===== src/hdl/point_in_triangle_test_top_macros.svh =====
`ifndef POINT_IN_TRIANGLE_TEST_TOP_MACROS_SVH
`define POINT_IN_TRIANGLE_TEST_TOP_MACROS_SVH

// implication checked on every edge outside reset
`define PITT_ASSERT(lbl, ante, cons, msg) \
  lbl: assert property (@(posedge clk_i) disable iff (!rst_ni) (ante) |-> (cons)) \
    else $error(msg);

// condition that must never hold
`define PITT_NEVER(lbl, cond, msg) \
  `PITT_ASSERT(lbl, 1'b1, !(cond), msg)

`endif


===== src/hdl/pitt_pkg.sv =====
`timescale 1ns / 1ps

package pitt_pkg;

  localparam int unsigned COORD_WIDTH_DEF = 16;

  // edge vectors: C-A, B-A, P-A
  localparam int unsigned VEC_V0   = 0;
  localparam int unsigned VEC_V1   = 1;
  localparam int unsigned VEC_V2   = 2;
  localparam int unsigned NUM_VECS = 3;
  localparam int unsigned NUM_AXES = 3;

  localparam int unsigned DOT_00   = 0;
  localparam int unsigned DOT_01   = 1;
  localparam int unsigned DOT_02   = 2;
  localparam int unsigned DOT_11   = 3;
  localparam int unsigned DOT_12   = 4;
  localparam int unsigned NUM_DOTS = 5;

  localparam int unsigned DOT_LHS [NUM_DOTS] = '{VEC_V0, VEC_V0, VEC_V0, VEC_V1, VEC_V1};
  localparam int unsigned DOT_RHS [NUM_DOTS] = '{VEC_V0, VEC_V1, VEC_V2, VEC_V1, VEC_V2};

  // D = d00*d11 - d01*d01, U = d11*d02 - d01*d12, V = d00*d12 - d01*d02
  localparam int unsigned PROD_D00_D11 = 0;
  localparam int unsigned PROD_D01_D01 = 1;
  localparam int unsigned PROD_D11_D02 = 2;
  localparam int unsigned PROD_D01_D12 = 3;
  localparam int unsigned PROD_D00_D12 = 4;
  localparam int unsigned PROD_D01_D02 = 5;
  localparam int unsigned NUM_PRODS    = 6;

  localparam int unsigned MUL_LHS [NUM_PRODS] = '{DOT_00, DOT_01, DOT_11, DOT_01, DOT_00, DOT_01};
  localparam int unsigned MUL_RHS [NUM_PRODS] = '{DOT_11, DOT_01, DOT_02, DOT_12, DOT_12, DOT_02};

endpackage


===== src/hdl/pitt_decide.sv =====
`timescale 1ns / 1ps

module pitt_decide #(
  parameter int unsigned ProdWidth = 4 * (pitt_pkg::COORD_WIDTH_DEF + 1) + 4
) (
  input  logic                        clk_i,
  input  logic                        rst_ni,
  input  logic signed [ProdWidth-1:0] prod_i [pitt_pkg::NUM_PRODS],
  input  logic                        valid_i,
  output logic                        stall_o,
  output logic                        inside_o,
  output logic                        degen_o,
  output logic                        valid_o,
  input  logic                        stall_i
);

  localparam int unsigned NumWidth = ProdWidth + 1;
  localparam int unsigned SumWidth = NumWidth + 2;

  logic [2:0] vld_q;
  logic [2:0] rdy;

  logic signed [NumWidth-1:0] den_q, un_q, vn_q;
  logic signed [SumWidth-1:0] sum_q, den_x_q;
  logic                       degen_q, un_neg_q, vn_neg_q;
  logic signed [SumWidth-1:0] margin;
  logic                       inside_q, degen_out_q;

  assign rdy[2]   = !vld_q[2] || !stall_i;
  assign rdy[1]   = !vld_q[1] || rdy[2];
  assign rdy[0]   = !vld_q[0] || rdy[1];
  assign stall_o  = !rdy[0];
  assign valid_o  = vld_q[2];
  assign inside_o = inside_q;
  assign degen_o  = degen_out_q;

  assign margin = sum_q - den_x_q;

  always_ff @(posedge clk_i or negedge rst_ni) begin
    if (!rst_ni) begin
      vld_q <= '0;
    end else begin
      if (rdy[0]) vld_q[0] <= valid_i;
      if (rdy[1]) vld_q[1] <= vld_q[0];
      if (rdy[2]) vld_q[2] <= vld_q[1];
    end
  end

  always_ff @(posedge clk_i) begin
    if (rdy[0]) begin
      den_q <= NumWidth'(prod_i[pitt_pkg::PROD_D00_D11])
             - NumWidth'(prod_i[pitt_pkg::PROD_D01_D01]);
      un_q  <= NumWidth'(prod_i[pitt_pkg::PROD_D11_D02])
             - NumWidth'(prod_i[pitt_pkg::PROD_D01_D12]);
      vn_q  <= NumWidth'(prod_i[pitt_pkg::PROD_D00_D12])
             - NumWidth'(prod_i[pitt_pkg::PROD_D01_D02]);
    end
    if (rdy[1]) begin
      sum_q    <= SumWidth'(un_q) + SumWidth'(vn_q);
      den_x_q  <= SumWidth'(den_q);
      degen_q  <= (den_q == '0);
      un_neg_q <= un_q[NumWidth-1];
      vn_neg_q <= vn_q[NumWidth-1];
    end
    if (rdy[2]) begin
      inside_q    <= !degen_q && !un_neg_q && !vn_neg_q && margin[SumWidth-1];
      degen_out_q <= degen_q;
    end
  end

endmodule


===== config.mk =====
export PLATFORM = sky130hd
export DESIGN_NAME = pitt_decide
export DESIGN_NICKNAME = d
export VERILOG_FILES = /design/src/hdl/point_in_triangle_test_top_macros.svh /design/src/hdl/pitt_pkg.sv /design/src/hdl/pitt_decide.sv
export SDC_FILE = /design/constraint.sdc
export NUM_CORES = 1
export LEC_CHECK = 0
export ABC_AREA = 1
export BUFFER_PORTS_ARGS = -buffer_cell sky130_fd_sc_hd__buf_2
export CELL_PAD_IN_SITES_DETAIL_PLACEMENT = 1
export CELL_PAD_IN_SITES_GLOBAL_PLACEMENT = 2
export CORE_UTILIZATION = 36
export CTS_CLUSTER_DIAMETER = 100
export DETAILED_ROUTE_END_ITERATION = 16
export GPL_TIMING_DRIVEN = 0
export PLACE_DENSITY = 0.95
export SYNTH_ARGS = -nofsm -noshare
export SYNTH_HDL_FRONTEND = slang
export SYNTH_SLANG_ARGS = --single-unit
export TNS_END_PERCENT = 100

===== constraint.sdc =====
create_clock -name clk_i -period 12.55 [get_ports clk_i]
set_input_delay 1.8825 -clock clk_i [delete_from_list [all_inputs] [get_ports clk_i]]
set_output_delay 1.8825 -clock clk_i [all_outputs]
set_load 0.02 [all_outputs]

# ---- Word-level counts from Yosys, hierarchy flattened
# Cells that the tools add are included.
dict set report word_totals {
  reg_bits 375
  input_bits 436
  output_inout_bits 4
}
dict set report classes {
  add_sub_neg 5
  reduce_logical 15
}
# cell count
set ops {}
lappend ops {{subtractor 72 x 72 -> 73 bit} 3}
lappend ops {{subtractor 75 x 73 -> 75 bit} 1}
lappend ops {{adder 73 x 73 -> 74 bit} 1}
lappend ops {{zero test 73 bit} 1}
lappend ops {{zero test 1 bit} 8}
lappend ops {{logical AND 1 bit} 3}
lappend ops {{logical OR 1 bit} 3}

# ---- Logic depth before layout (Yosys ltp)
dict set report depth {
  ltp_word 5
  ltp_mapped 17
}

# ---- Worst setup path before layout
# OpenSTA, ideal clock, no wires.
dict set report synth_path {
  path_kind {input-to-reg}
  from {input stall_i}
  to {register den_q[0] (enable)}
  arrival_ns 10.131
  setup_slack_ns 1.855
  cell_stages 5
  path_buffers 0
  path_cell_list {nand2_1 nor2_1 inv_1 nor2_1 inv_1}
}
dict set report synth_between {
  elab_chain_len 4
}
# item line_no
set synth_rtl {}
lappend synth_rtl {{start, declared} pitt_decide.sv:14} ;# input logic stall_i
lappend synth_rtl {{zero test 1 bit} pitt_decide.sv:29} ;# assign rdy[2] = !vld_q[2] || !stall_i;
lappend synth_rtl {{logical OR 1 bit} pitt_decide.sv:29}
lappend synth_rtl {{logical OR 1 bit} pitt_decide.sv:30} ;# assign rdy[1] = !vld_q[1] || rdy[2];
lappend synth_rtl {{via rdy[1]} pitt_decide.sv:21} ;# logic [2:0] rdy;
lappend synth_rtl {{logical OR 1 bit} pitt_decide.sv:31} ;# assign rdy[0] = !vld_q[0] || rdy[1];
lappend synth_rtl {{end signal, assigned} pitt_decide.sv:51} ;# den_q <= NumWidth'(prod_i[pitt_pkg::PROD_D00_D11])
lappend synth_rtl {{end, declared} pitt_decide.sv:23} ;# logic signed [NumWidth-1:0] den_q, un_q, vn_q;
# The timed path passes the listed nets, and every way through them passes these cells.
# A chain may end at the register's enable or synchronous reset.

# ---- Worst setup path in the final report
dict set report layout_path {
  from {input stall_i}
  to {output stall_o}
}
dict set report layout_between {
  elab_chain_len 5
}
# item line_no
set layout_rtl {}
lappend layout_rtl {{zero test 1 bit} pitt_decide.sv:29}
lappend layout_rtl {{logical OR 1 bit} pitt_decide.sv:29}
lappend layout_rtl {{via rdy[2]} pitt_decide.sv:21}
lappend layout_rtl {{logical OR 1 bit} pitt_decide.sv:30}
lappend layout_rtl {{via rdy[1]} pitt_decide.sv:21}
lappend layout_rtl {{logical OR 1 bit} pitt_decide.sv:31}
lappend layout_rtl {{zero test 1 bit} pitt_decide.sv:32} ;# assign stall_o = !rdy[0];
lappend layout_rtl {{end, declared} pitt_decide.sv:10} ;# output logic stall_o,
# The timed path passes the listed nets, and every way through them passes these cells.

==> flow_summary.json <==
{
  "fin_cells": 7476,
  "clk_path_buf_depth": 3,
  "routabilityCongestion": 0.962,
  "status": "completed",
  "die_h_um": 324,
  "placed_cells": 7398,
  "vias": 38348,
  "slowest_delay_ns": 0.42,
  "intPower_mw": 3.51,
  "overflow": 0,
  "start_util_pct": 36.5,
  "total_switching_power_mw": 2.79,
  "drive_gt1_share_pct": 11.3,
  "wl_per_cell_um": 20.7,
  "dpl.hpwl_mm": 137,
  "synthesis.area_mm2": 0.0373,
  "arrival_ns": 3.39,
  "io-pin-count": 440,
  "p_per_area_mw_per_mm2": 148,
  "synth.mux.area_fraction_pct": 0,
  "grt_pass1_vias": 38658,
  "hold_class": "flip-flop to flip-flop",
  "cts.sinks": 374,
  "async_reset_ff_share_pct": 0.802,
  "synth_edf_count": 371,
  "crit_fanout": 64,
  "synth_seq_cells": 374,
  "cts_made_buffers": 43,
  "synth_top_area_share_pct": 29.9,
  "crit_buf_inv": 3,
  "rows": 117,
  "crit_chain": "buf_2, nand2_1, nor2_1, inv_6, nor2_1, buf_2",
  "yosys-top-cells-count": "1551 x nand2_1, 1104 x inv_1, 711 x nor2_1, 442 x a21oi_1, 371 x edfxtp_1",
  "pwr-share-comb_pct": 46.2,
  "pwr-share-seq_pct": 32.8,
  "drt-initial-drc-count": 2579,
  "critPathKind": "input port to primary output",
  "yosys_most_used_dff": "edfxtp_1",
  "final_nets": 6877,
  "clkTransAtPathRegs_ns": 0.06,
  "slew_headroom_pct": 31.5,
  "htree_num_levels": 2,
  "period_minus_slack_ns": 5.27,
  "synth-compound-area-share_pct": 12.0,
  "final_util_pct": 41.8,
  "finClkSkew_ns": 0.0249,
  "worstPathRequired_ns": 10.67,
  "grt_antenna_before_repair": 19,
  "ctsHoldBuffers": 0,
  "critical-path-top-delay-family": "simple AND/OR/NAND/NOR gates",
  "swShare_pct": 44.3,
  "fmaxAchievable_ghz": 0.190,
  "avgSynthCellArea_um2": 6.67,
  "slowest_stage": "nor2_1",
  "syn_inst": 5589,
  "synth_most_common_cell": "nand2_1",
  "synth_fp_nets": 6391,
  "syn2layout_area_growth_pct": 14.5,
  "fin_tns_setup_ns": 0,
  "clkPwrFrac_pct": 20.9,
  "synthDistinctLibCells": 36,
  "drcViolationCount": 0,
  "ir_drop_mv": 0.0952,
  "grt_pass1_wl_mm": 229,
  "p_leak_nw": 21.5,
  "insertion_delay_ns": 0.58,
  "finalCritPeriodShare_pct": 42.0,
  "yosysWarnings": 0,
  "clock_tree.root_cell": "clkbuf_16",
  "rsz0062_at_grt": "no",
  "dpl_worst_slack_ns": 7.24,
  "fillers": 13584,
  "drv_slew": 0,
  "synth_xor_area_share_pct": 3.69,
  "antennaDiodeCount": 0,
  "synth.area.top_cells": "edfxtp_1 30%, nand2_1 16%, ha_1 12%",
  "antenna_left": 0,
  "drt_wl_total_mm": 155,
  "yosys.area_share.simple_pct": 30.6,
  "postCtsSetupBuffers": 0,
  "tightestPinTransition_ns": 1.02,
  "vias_per_cell": 5.13,
  "die_w_um": 324,
  "finalSetupViolCount": 0,
  "grt_max_degree": 113,
  "end_kind": "primary output",
  "synth_top_family_by_area": "simple AND/OR/NAND/NOR gates",
  "cts_tree": "yes",
  "fin_ws_ns": 7.28,
  "hold_violations": 0,
  "die-area_mm2": 0.105,
  "grtUsageTotal_pct": 29.1,
  "port-buffer-count": 439,
  "start_kind": "input port",
  "ys_seq_area_share_pct": 30.1,
  "synth_top_cell_by_area": "edfxtp_1",
  "cts-resized-gates": 0,
  "firstDrtPassIters": 5,
  "cap_violations": 0,
  "coreArea_mm2": 0.102,
  "synth_fa_ha_area_share_pct": 12.4
}
==> layout by cell type (no fill, tap or decap), drive strengths merged, types with 28 or more instances in the layout <==
cell type and instances:
nand4 36, a31oi 29, nand2 1620, inv 1122, nor3 73, edfxtp 371, o21bai 54, o21ai 248
nor4 28, nor2 758, buf 441, nand3 228, clkbuf 51, a21o 30, a21oi 444, ha 362
xor2 130
==> registers in the layout (all words and copies together), names as in the netlist, 3 cells and up <==
register / flops
vn_q: 73
sum_q: 74
den_x_q: 73
den_q: 73
un_q: 73
vld_q: 3
==> worst reg2reg max path, cell delays in order (launching register included) <==
cell	delay, ns
edfxtp_1	0.39
ha_1	0.31
inv_1	0.13
fa_1	0.41
inv_1	0.13
nand3_1	0.08
nand2_1	0.22
nand2_1	0.08
nand2_1	0.16
nand2_1	0.08
nand3_1	0.25
nand2_1	0.09
nand2_1	0.23
nand2_1	0.12
nand3_1	0.09
nand2_1	0.24
==> power by group through the flow <==
stage / Combinational, mW / Clock [mW] / Sequential [mW]
global route: 3.18 / 1.37 / 2.09
floorplan: 1.79 / 0 / 1.95
finish: 2.91 / 1.32 / 2.07
global placement: 2.75 / 0 / 2.09
CTS: 2.88 / 1.33 / 2.07
detailed placement: 2.85 / 0 / 2.09
==> worst paths after layout <==
kind / startpoint / endpoint / slack (ns) / depth (start not counted)
min: vld_q[0]$_DFFE_PN0N_ / vld_q[1]$_DFFE_PN0P_ / 0.45 / 2
min in group asynchronous: rst_ni / vld_q[2]$_DFFE_PN0P_ / 1.09 / 1
max in group asynchronous: rst_ni / vld_q[0]$_DFFE_PN0N_ / 11.36 / 1
max reg2reg: vn_q[0]$_DFFE_PN_ / sum_q[62]$_DFFE_PP_ / 9.22 / 15
max: stall_i / stall_o / 7.28 / 6
min reg2reg: vld_q[0]$_DFFE_PN0N_ / vld_q[1]$_DFFE_PN0P_ / 0.45 / 2
==> area by class of cell <==
class                      instances  area (um2)  area share, %
multi-input combinational       4099       21900           51.2
sequential                       374       11200           26.3
inverter                        1116        4200           9.84
timing repair buffer             441        2250           5.27
tap                             1368        1710           4.01
clock buffer                      51        1130           2.64
clock inverter                    27         320          0.750
==> per-stage QoR <==
| stage | hold WS (ns) | cell area, um2 | power (mW) |
|---|---|---|---|
| floorplan | 0.423 | 37300 | 3.74 |
| global placement | 0.433 | 41200 | 4.84 |
| detailed placement | 0.442 | 41300 | 4.94 |
| CTS | 0.455 | 42700 | 6.28 |
| global route | 0.461 | 42700 | 6.64 |
| finish | 0.453 | 42700 | 6.30 |
==> routing by layer <==
layer	track usage [%]	share of wire [%]	up-vias
met5	0	0.036	-
met4	6.65	2.3	8
met3	2.65	5.1	146
li1	-	-	18826
met1	38.4	44	18399
met2	51.0	48	969
==> kinds of logic (layout without fill, tap and decap cells) <==
group                      Yosys count  in the layout
AOI/OAI and AO/OA                  827            827
xor gates and xnor gates           157            157
and+or+nand+nor                   2749           2749
DFF                                374            374
buffers and inverters             1116           1635
adders and majority gates          366            366
Power figures use the tool's default switching activity.
